**config.mk**
```make
export PLATFORM = sky130hd
export DESIGN_NAME = executable_page_window_tracker_top
export DESIGN_NICKNAME = d
export VERILOG_FILES = /design/src/rtl/epwt_pkg.sv /design/src/rtl/epwt_cell.sv /design/src/rtl/epwt_window.sv /design/src/rtl/executable_page_window_tracker_top.sv
export SDC_FILE = /design/constraint.sdc
export NUM_CORES = 2
export LEC_CHECK = 0
export ABC_AREA = 1
export BUFFER_PORTS_ARGS = -buffer_cell sky130_fd_sc_hd__buf_2
export CORE_UTILIZATION = 48
export DETAILED_ROUTE_END_ITERATION = 6
export HOLD_SLACK_MARGIN = 0.03
export PLACE_DENSITY = 0.63
export SETUP_SLACK_MARGIN = 0.1
export SYNTH_ARGS = -nofsm -noshare
export SYNTH_HDL_FRONTEND = slang
export SYNTH_HIERARCHICAL = 1
export SYNTH_SLANG_ARGS = --single-unit
```
**constraint.sdc**
```tcl
create_clock -name clk -period 28.8 [get_ports clk]
set_input_delay 7.2 -clock clk [delete_from_list [all_inputs] [get_ports clk]]
set_output_delay 7.2 -clock clk [all_outputs]
set_load 0.01 [all_outputs]
```
**src/rtl/epwt_pkg.sv**
```systemverilog
// Shared types and codes for the executable page window tracker.
package epwt_pkg;

  localparam int PN_W = 20;
  localparam logic [31:0] PAGE_MASK = 32'hFFFF_F000;

  typedef enum logic [2:0] {
    KIND_RECORD = 3'd0,
    KIND_REMOVE = 3'd1,
    KIND_LOOKUP = 3'd2,
    KIND_ADMIT  = 3'd3,
    KIND_CLEAR  = 3'd4
  } kind_t;

  typedef enum logic [2:0] {
    ACT_DONE      = 3'd0,
    ACT_CLEAR_NX  = 3'd1,
    ACT_SET_NX    = 3'd2,
    ACT_NOT_FOUND = 3'd3,
    ACT_FULL      = 3'd4,
    ACT_FOUND     = 3'd5
  } action_t;

  typedef struct packed {
    logic            shift;
    logic            wr_en;
    logic [PN_W-1:0] wr_data;
  } cell_ctl_t;

  typedef struct packed {
    logic push;
    logic pop;
    logic clear;
  } win_ctl_t;

endpackage

```
**src/rtl/epwt_cell.sv**
```systemverilog
// One page list cell: holds a page number, takes its neighbor's on a shift.
module epwt_cell (
  input  logic                               clk,
  input  epwt_pkg::cell_ctl_t                ctl,
  input  logic                               sel,
  input  logic [epwt_pkg::PN_W-1:0]          shift_in,
  output logic [epwt_pkg::PN_W-1:0]          data
);

  always_ff @(posedge clk) begin
    if (ctl.shift) begin
      data <= shift_in;
    end else if (ctl.wr_en && sel) begin
      data <= ctl.wr_data;
    end
  end

endmodule

```
**src/rtl/epwt_window.sv**
```systemverilog
// Ring window of admitted pages with head and tail pointers.
module epwt_window #(
  parameter int WINDOW_SLOTS = 16
) (
  input  logic                clk,
  input  logic                rst,
  input  epwt_pkg::win_ctl_t  ctl,
  input  logic [31:0]         wdata,
  output logic                full,
  output logic [31:0]         head_data
);

  localparam int WW = (WINDOW_SLOTS > 1) ? $clog2(WINDOW_SLOTS) : 1;
  localparam logic [WW-1:0] LAST = WW'(WINDOW_SLOTS - 1);

  logic [31:0]   mem [WINDOW_SLOTS];
  logic [WW-1:0] head;
  logic [WW-1:0] tail;
  logic [WW-1:0] head_inc;
  logic [WW-1:0] tail_inc;

  assign head_inc = (head == LAST) ? '0 : head + WW'(1);
  assign tail_inc = (tail == LAST) ? '0 : tail + WW'(1);
  assign full     = (tail_inc == head);

  always_ff @(posedge clk) begin
    if (ctl.push) begin
      mem[tail] <= wdata;
    end
    head_data <= mem[head];
  end

  always_ff @(posedge clk) begin
    if (rst || ctl.clear) begin
      head <= '0;
      tail <= '0;
    end else begin
      if (ctl.pop) begin
        head <= head_inc;
      end
      if (ctl.push) begin
        tail <= tail_inc;
      end
    end
  end

endmodule

```
**src/rtl/executable_page_window_tracker_top.sv**
```systemverilog
// Top level of the executable page window tracker: control, list cells, window.
//
//  channel  | handshake          | payload
//  ---------+--------------------+----------------------------------------------
//  request  | start, busy        | kind, page_address
//  result   | strobe             | action, target_page, entry_index,
//           |                    | pages_listed, last_result
//
// Record, unused kinds, admit without eviction and clear of an empty list give
// their result in the cycle after the request is taken.
// Remove and lookup rotate the list cells once around, then give one result.
// Admit with eviction gives two results back to back; clear all gives one
// result a cycle, one per listed page. Reset empties list and window at once.
// Results cannot be stalled: strobe marks each for exactly one cycle.
module executable_page_window_tracker_top #(
  parameter int LIST_PAGES   = 64,
  parameter int WINDOW_SLOTS = 16
) (
  input  logic        clk,
  input  logic        rst,
  input  logic        start,
  output logic        busy,
  input  logic [2:0]  kind,
  input  logic [31:0] page_address,
  output logic        strobe,
  output logic [2:0]  action,
  output logic [31:0] target_page,
  output logic [5:0]  entry_index,
  output logic [6:0]  pages_listed,
  output logic        last_result
);

  localparam int IW = $clog2(LIST_PAGES);
  localparam int CW = $clog2(LIST_PAGES + 1);
  localparam logic [IW-1:0] STEP_LAST = IW'(LIST_PAGES - 1);
  localparam logic [CW-1:0] COUNT_MAX = CW'(LIST_PAGES);

  typedef enum logic [5:0] {
    S_IDLE   = 6'b000001,
    S_SEARCH = 6'b000010,
    S_FIX    = 6'b000100,
    S_DRAIN  = 6'b001000,
    S_EVICT  = 6'b010000,
    S_ADMIT  = 6'b100000
  } state_t;

  typedef struct packed {
    epwt_pkg::action_t act;
    logic [31:0]       page;
    logic [5:0]        idx;
    logic [6:0]        n;
    logic              last;
  } result_t;

  function automatic result_t make_res(epwt_pkg::action_t a, logic [31:0] page,
                                       logic [5:0] idx, logic [6:0] n, logic last);
    result_t r;
    r.act  = a;
    r.page = page;
    r.idx  = idx;
    r.n    = n;
    r.last = last;
    return r;
  endfunction

  state_t                       state;
  logic [CW-1:0]                count;
  logic [IW-1:0]                step;
  logic                         found;
  logic [IW-1:0]                fidx;
  logic [epwt_pkg::PN_W-1:0]    last_pn;
  logic [31:0]                  addr_q;
  logic                         remove_q;
  result_t                      res;

  epwt_pkg::cell_ctl_t          cell_ctl;
  epwt_pkg::win_ctl_t           win_ctl;
  logic [IW-1:0]                wr_idx;
  logic [epwt_pkg::PN_W-1:0]    cell_data [LIST_PAGES];
  logic [epwt_pkg::PN_W-1:0]    cell0;
  logic                         win_full;
  logic [31:0]                  win_head;
  logic [31:0]                  win_wdata;
  logic                         accept;
  logic [31:0]                  masked;
  logic                         list_full;
  logic                         step_is_last_entry;

  assign busy      = (state != S_IDLE);
  assign accept    = start && !busy;
  assign masked    = page_address & epwt_pkg::PAGE_MASK;
  assign list_full = (count == COUNT_MAX);
  assign cell0     = cell_data[0];
  assign step_is_last_entry = ((CW'(step) + CW'(1)) == count);

  always_comb begin
    cell_ctl.shift   = (state == S_SEARCH) || (state == S_DRAIN);
    cell_ctl.wr_en   = (accept && kind == epwt_pkg::KIND_RECORD && !list_full) ||
                       (state == S_FIX && remove_q && found);
    cell_ctl.wr_data = (state == S_FIX) ? last_pn : page_address[31:12];
    wr_idx           = (state == S_FIX) ? fidx : count[IW-1:0];
    win_ctl.push     = (accept && kind == epwt_pkg::KIND_ADMIT && !win_full) ||
                       (state == S_EVICT);
    win_ctl.pop      = (state == S_EVICT);
    win_ctl.clear    = accept && kind == epwt_pkg::KIND_CLEAR;
    win_wdata        = (state == S_EVICT) ? addr_q : page_address;
  end

  for (genvar i = 0; i < LIST_PAGES; i++) begin : g_cell
    epwt_cell u_cell (
      .clk      (clk),
      .ctl      (cell_ctl),
      .sel      (wr_idx == IW'(i)),
      .shift_in (cell_data[(i + 1) % LIST_PAGES]),
      .data     (cell_data[i])
    );
  end

  epwt_window #(
    .WINDOW_SLOTS (WINDOW_SLOTS)
  ) u_window (
    .clk       (clk),
    .rst       (rst),
    .ctl       (win_ctl),
    .wdata     (win_wdata),
    .full      (win_full),
    .head_data (win_head)
  );

  always_ff @(posedge clk) begin
    if (rst) begin
      state  <= S_IDLE;
      count  <= '0;
      step   <= '0;
      found  <= 1'b0;
      strobe <= 1'b0;
    end else begin
      strobe <= 1'b0;
      case (state)
        S_IDLE: begin
          if (accept) begin
            addr_q   <= page_address;
            remove_q <= (kind == epwt_pkg::KIND_REMOVE);
            found    <= 1'b0;
            case (kind)
              epwt_pkg::KIND_RECORD: begin
                strobe <= 1'b1;
                if (list_full) begin
                  res <= make_res(epwt_pkg::ACT_FULL, masked, 6'd0, 7'(count), 1'b1);
                end else begin
                  count <= count + CW'(1);
                  res   <= make_res(epwt_pkg::ACT_DONE, masked, 6'(count),
                                    7'(count + CW'(1)), 1'b1);
                end
              end
              epwt_pkg::KIND_REMOVE, epwt_pkg::KIND_LOOKUP: begin
                state <= S_SEARCH;
              end
              epwt_pkg::KIND_ADMIT: begin
                if (win_full) begin
                  state <= S_EVICT;
                end else begin
                  strobe <= 1'b1;
                  res    <= make_res(epwt_pkg::ACT_CLEAR_NX, page_address, 6'd0,
                                     7'(count), 1'b1);
                end
              end
              epwt_pkg::KIND_CLEAR: begin
                if (count == '0) begin
                  strobe <= 1'b1;
                  res    <= make_res(epwt_pkg::ACT_DONE, 32'd0, 6'd0, 7'd0, 1'b1);
                end else begin
                  state <= S_DRAIN;
                end
              end
              default: begin
                strobe <= 1'b1;
                res    <= make_res(epwt_pkg::ACT_DONE, 32'd0, 6'd0, 7'(count), 1'b1);
              end
            endcase
          end
        end
        S_SEARCH: begin
          if (!found && (CW'(step) < count) && (cell0 == addr_q[31:12])) begin
            found <= 1'b1;
            fidx  <= step;
          end
          if (step_is_last_entry) begin
            last_pn <= cell0;
          end
          if (step == STEP_LAST) begin
            step  <= '0;
            state <= S_FIX;
          end else begin
            step <= step + IW'(1);
          end
        end
        S_FIX: begin
          strobe <= 1'b1;
          state  <= S_IDLE;
          if (!found) begin
            res <= make_res(epwt_pkg::ACT_NOT_FOUND, addr_q & epwt_pkg::PAGE_MASK,
                            6'd0, 7'(count), 1'b1);
          end else if (remove_q) begin
            count <= count - CW'(1);
            res   <= make_res(epwt_pkg::ACT_DONE, addr_q & epwt_pkg::PAGE_MASK,
                              6'(fidx), 7'(count - CW'(1)), 1'b1);
          end else begin
            res <= make_res(epwt_pkg::ACT_FOUND, addr_q & epwt_pkg::PAGE_MASK,
                            6'(fidx), 7'(count), 1'b1);
          end
        end
        S_DRAIN: begin
          strobe <= 1'b1;
          res    <= make_res(epwt_pkg::ACT_CLEAR_NX, {cell0, 12'd0}, 6'(step), 7'd0,
                             step_is_last_entry);
          if (step_is_last_entry) begin
            step  <= '0;
            count <= '0;
            state <= S_IDLE;
          end else begin
            step <= step + IW'(1);
          end
        end
        S_EVICT: begin
          strobe <= 1'b1;
          res    <= make_res(epwt_pkg::ACT_SET_NX, win_head, 6'd0, 7'(count), 1'b0);
          state  <= S_ADMIT;
        end
        S_ADMIT: begin
          strobe <= 1'b1;
          res    <= make_res(epwt_pkg::ACT_CLEAR_NX, addr_q, 6'd0, 7'(count), 1'b1);
          state  <= S_IDLE;
        end
        default: begin
          state <= S_IDLE;
        end
      endcase
    end
  end

  assign action       = res.act;
  assign target_page  = res.page;
  assign entry_index  = res.idx;
  assign pages_listed = res.n;
  assign last_result  = res.last;

  a_single_cycle_kinds: assert property (@(posedge clk) disable iff (rst)
    (accept && (kind == epwt_pkg::KIND_RECORD || kind > epwt_pkg::KIND_CLEAR)) |=>
      (strobe && last_result))
    else $error("single-cycle request gave no final result");

  a_results_back_to_back: assert property (@(posedge clk) disable iff (rst)
    (strobe && !last_result) |=> strobe)
    else $error("gap inside a multi-result request");

  a_count_bound: assert property (@(posedge clk) disable iff (rst)
    count <= COUNT_MAX)
    else $error("list count past capacity");

  a_evict_not_last: assert property (@(posedge clk) disable iff (rst)
    (strobe && action == epwt_pkg::ACT_SET_NX) |-> !last_result)
    else $error("eviction marked as final result");

  a_search_length: assert property (@(posedge clk) disable iff (rst)
    (accept && (kind == epwt_pkg::KIND_REMOVE || kind == epwt_pkg::KIND_LOOKUP)) |=>
      (state == S_SEARCH && step == '0))
    else $error("search did not start at the first entry");

endmodule
```
Word-level counts from Yosys, hierarchy flattened

Memories as Yosys holds them, arrays and structs flattened. A register that Yosys moved wholly into a read port is not among the register bits.
Index checks and enable logic that the tools add are counted.

Add/subtract/negate cells: 6
$lt $le $gt $ge: 1
Eq/ne operators: 95
Muxes and demuxes: 168
Bitwise operators: 1
Reductions and logical operators: 162

Operators by type and width:

| cell               | number |
|---|---|
| $mux 20            | 129 |
| $mux 49            | 6 |
| $pmux 49 s5        | 1 |
| $eq 6x6->1 const B | 34 |
| $pmux 49 s4        | 1 |
| $reduce_bool 2->1  | 66 |
| $eq 6x5->1 const B | 17 |
| $logic_and 1x1->1  | 74 |
| $eq 6x4->1 const B | 9 |
| $mux 6             | 8 |
| $mux 7             | 6 |
| $mux 32            | 1 |
| $eq 6x3->1 const B | 5 |
| $pmux 6 s4         | 1 |
| $pmux 7 s3         | 1 |
| $eq 20x20->1       | 1 |
| $eq 6x2->1 const B | 3 |
| $pmux 6 s3         | 1 |
| $ne 2x2->1 const B | 7 |
| $eq 6x1->1 const B | 2 |
| $ne 3x3->1 const B | 4 |
| $pmux 6 s2         | 1 |
| $reduce_and 3->1   | 4 |
| $reduce_and 6->1   | 2 |
| other kinds (31)   | 49 |

Register bits: 1,417
Memory bits (writable): 512
Input bits: 38
Word-level logic and storage cells: 514
Memories: 1

Memory list:

| name         | words | bits a word | rd ports | clocked after Yosys merged registers in | write ports | RTL line          | text |
|---|---|---|---|---|---|---|---|
| u_window.mem | 16    | 32          | 1        | 1                                       | 1           | epwt_window.sv:16 | `logic [31:0] mem [WINDOW_SLOTS];` |

Depth between registers and ports, before layout

Depth in word-level cells: 9
Mapped depth: 14

Hierarchy

The synthesis kept the hierarchy.

Modules (own cells, without submodules):

| module                             | instances | cells an instance | area each (µm²) | sequential area each (µm²) |
|---|---|---|---|---|
| epwt_cell                          | 64        | 87                | 1,079.8         | 600.6 |
| epwt_window                        | 1         | 2,308             | 23,487.5        | 16,175.5 |
| executable_page_window_tracker_top | 1         | 990               | 7,920.1         | 3,663.5 |

Worst setup path before layout

No wires, ideal clock.

Path kind: input to register
Start: input page_address[12]
End: register g_cell[0].u_cell/data[0] in the netlist's numbering, data pin
Data arrival time: 19.020 ns
Required time: 28.629 ns
Path slack: 9.609 ns
Stages: 4
Buffers on the path: 0
Path through: inv_1 o21ai_0 nand2_4 nand2_2

RTL lines:

| item                 | RTL line                                 | text |
|---|---|---|
| start, declared      | executable_page_window_tracker_top.sv:24 | `input logic [31:0] page_address,` |
| end signal, assigned | epwt_cell.sv:12                          | `data <= shift_in;` |
| end signal, assigned | epwt_cell.sv:14                          | `data <= ctl.wr_data;` |
| end, declared        | epwt_cell.sv:7                           | `output logic [epwt_pkg::PN_W-1:0] data` |

==> metrics.txt <==
post-synth cell types 49; WL/cell 19.9 um; CTS tree done; Reg area 0.0583 mm2; Worst-Skew Late Latency 0.84 ns; H-tree depth 4; crit end category register; initial DRC count 5454; Top Metal Used met4; crit-path cells buf_2 > inv_1 > nand3_1 > or2_2 > o21ai_1 > nand2_1 > nor2_4; Die Height 460 um; Clock Skew 0.0527 ns; Slew @ Worst Pin 1.22 ns; # fillers 18017; CTS resizes 0; grt total ovfl 0; CP arrival 10.53 ns; met2 routed WL 118 mm; fmax 99.0 MHz; routed wire length 236 mm; Ys Warns 6; WL met3 13.6 mm; post-synthesis sequential area ratio 0.580; share of cells above drive strength 1 0.342; Final Setup Violations 0; CP delay by family, top simple AND/OR/NAND/NOR gates; root buffer cell clkbuf_16; Num Clock Sinks 1961; Leak Pwr 41.9 nW; Critical Path RT 29.22 ns; Critical Path Max Stage Delay 1.09 ns; final hold vios 0; FFs w/ async S/R, synth 0; register bit total from synthesis 1961; clock slew at reported path FFs 0.06 ns; Util after Layout 0.520; crit path max-delay cell type nor2_4; leading cell types in the layout, fill and taps excluded 2556 x nand2_1, 1900 x edfxtp_1, 1238 x nand2_2, 1219 x nand2_4, 596 x inv_1; drc violations 0; EDFF count, synth 1900; Worst VDD drop 68.3 uV; Max Root-Sink Buffers 3; Mapped Cells 8866; most common cell after layout, fill and taps aside nand2_1; DRT antenna net count 0; kind of critical path input pin to register; global-route wire length before repair 363 mm; multi-input logic area 0.0359 mm2; Met1 Wirelength 97.9 mm; Final Max Tran Viols 0; Hold Crit Class register to register; Core Region 0.207 mm2; PortBufs 88; FP Rows 167; drt first pass iters 6; status completed; detailed placement HPWL 145 mm; Synth Flop Type edfxtp_1; Initial Utilization 0.484; syn nets 8919; routability-driven placement congestion ratio 0.888; setup bufs post-CTS 0; Setup crit start kind input pin; Tmin final 10.10 ns; PwrDens 77.4 mW/mm2; Top Ports 89; unrepaired setup endpoints after global routing false; die area 0.211 mm2; Tot GR Track Use 0.223; total number of vias 60819; fin crit share 0.351; TNS Setup 0 ns; worst path bufs/invs 2; via/cell ratio 5.14; cts bufs inserted 204; Rel. slew slack 0.186; fin nets 8922; max-cap viol count 0; Die Wd 460 um; CTS Hold Bufs 0; Mapped Area 0.101 mm2; vias in the first global route 61261; synthesized area per cell 11.3 um2; largest net degree at the start of global routing 212; Layout area overhead 7.29%; CP Max Fanout 32; initial antenna violation count 16
registers in the layout, indices dropped and copies added (netlist names), 7 cells and up:
register and count:
addr_q 32, count 7, g_cell.u_cell/data 1280, last_pn 20
pages_listed 7, target_page 32, u_window/head_data 32, u_window/mem 512
worst paths after layout:
path                                                 start                         end  slack, ns  depth (start not counted)
worst max-delay path                               kind[2]         u_window/mem[7][17]      18.70                          7
worst min-delay path            g_cell[56].u_cell/data[17]  g_cell[55].u_cell/data[17]       0.50                          2
worst max register to register                    state[1]   g_cell[34].u_cell/data[9]      21.10                         10
worst min register to register  g_cell[56].u_cell/data[17]  g_cell[55].u_cell/data[17]       0.50                          2
per-stage QoR:
step / cell area (um2) / hold WS, ns / cells / worst slack, ns / total power [mW]
2_1_floorplan: 101000 / 0.474 / 8866 / 9.61 / 6.00
3_3_place_gp: 102000 / 0.507 / 11451 / 18.16 / 5.85
3_5_place_dp: 102000 / 0.504 / 11451 / 18.08 / 5.89
4_1_cts: 108000 / 0.493 / 11819 / 18.94 / 8.41
5_1_grt: 108000 / 0.501 / 11824 / 18.69 / 8.71
6_report: 108000 / 0.496 / 11825 / 18.70 / 8.35
cell families after synthesis:
group                    count (synthesis)  share of synthesized area
AND/OR/NAND/NOR                       5607                      0.338
adder cells (fa/ha/maj)                 15                    0.00187
XOR/XNOR                                22                    0.00192
AO/OA/AOI/OAI                          183                     0.0113
buffers and inverters                 1078                     0.0673
flip-flops                            1961                      0.580
Yosys cell counts, drive strengths merged, types with 10 or more instances:
cell type     n  share of area
nor2        169         0.0070
buf         377          0.041
dfxtp        61          0.012
nand3       401          0.020
inv         675          0.025
o21ai        97         0.0053
nand2      5013           0.31
clkbuf       24        0.00091
o211ai       19         0.0014
a21oi        33         0.0018
ha           15         0.0019
edfxtp     1900           0.57
nor3         10        0.00061
xor2         14         0.0012
a221oi       11        0.00096
worst min-delay path: cells and delay by family, from the launching register on:
family | cells | cell delay [ns]
flip-flops | 1 | 0.31
AND/OR/NAND/NOR | 2 | 0.12
area by class of cell:
cell class / count / area share
Clock inverter: 106 / 0.00819
Antenna cell: 6 / 0.000139
Tap cell: 2788 / 0.0323
Sequential cell: 1961 / 0.540
Timing Repair Buffer: 198 / 0.0123
Multi-Input combinational cell: 5827 / 0.333
Inverter: 677 / 0.0237
Clock buffer: 262 / 0.0498
metal layers:
layer  up-vias  global-route usage
met5         -                   0
met4         0              0.0704
met3       411              0.0343
met2      1654               0.380
met1     30122               0.290
li1      28632                   -
report_power, final:
part | internal (mW) | leakage, nW | switching (mW)
clock | 1.40 | 3.05 | 1.11
combinational | 0.547 | 21.1 | 1.44
sequential | 3.72 | 17.7 | 0.126
Power figures use the tool's default switching activity.
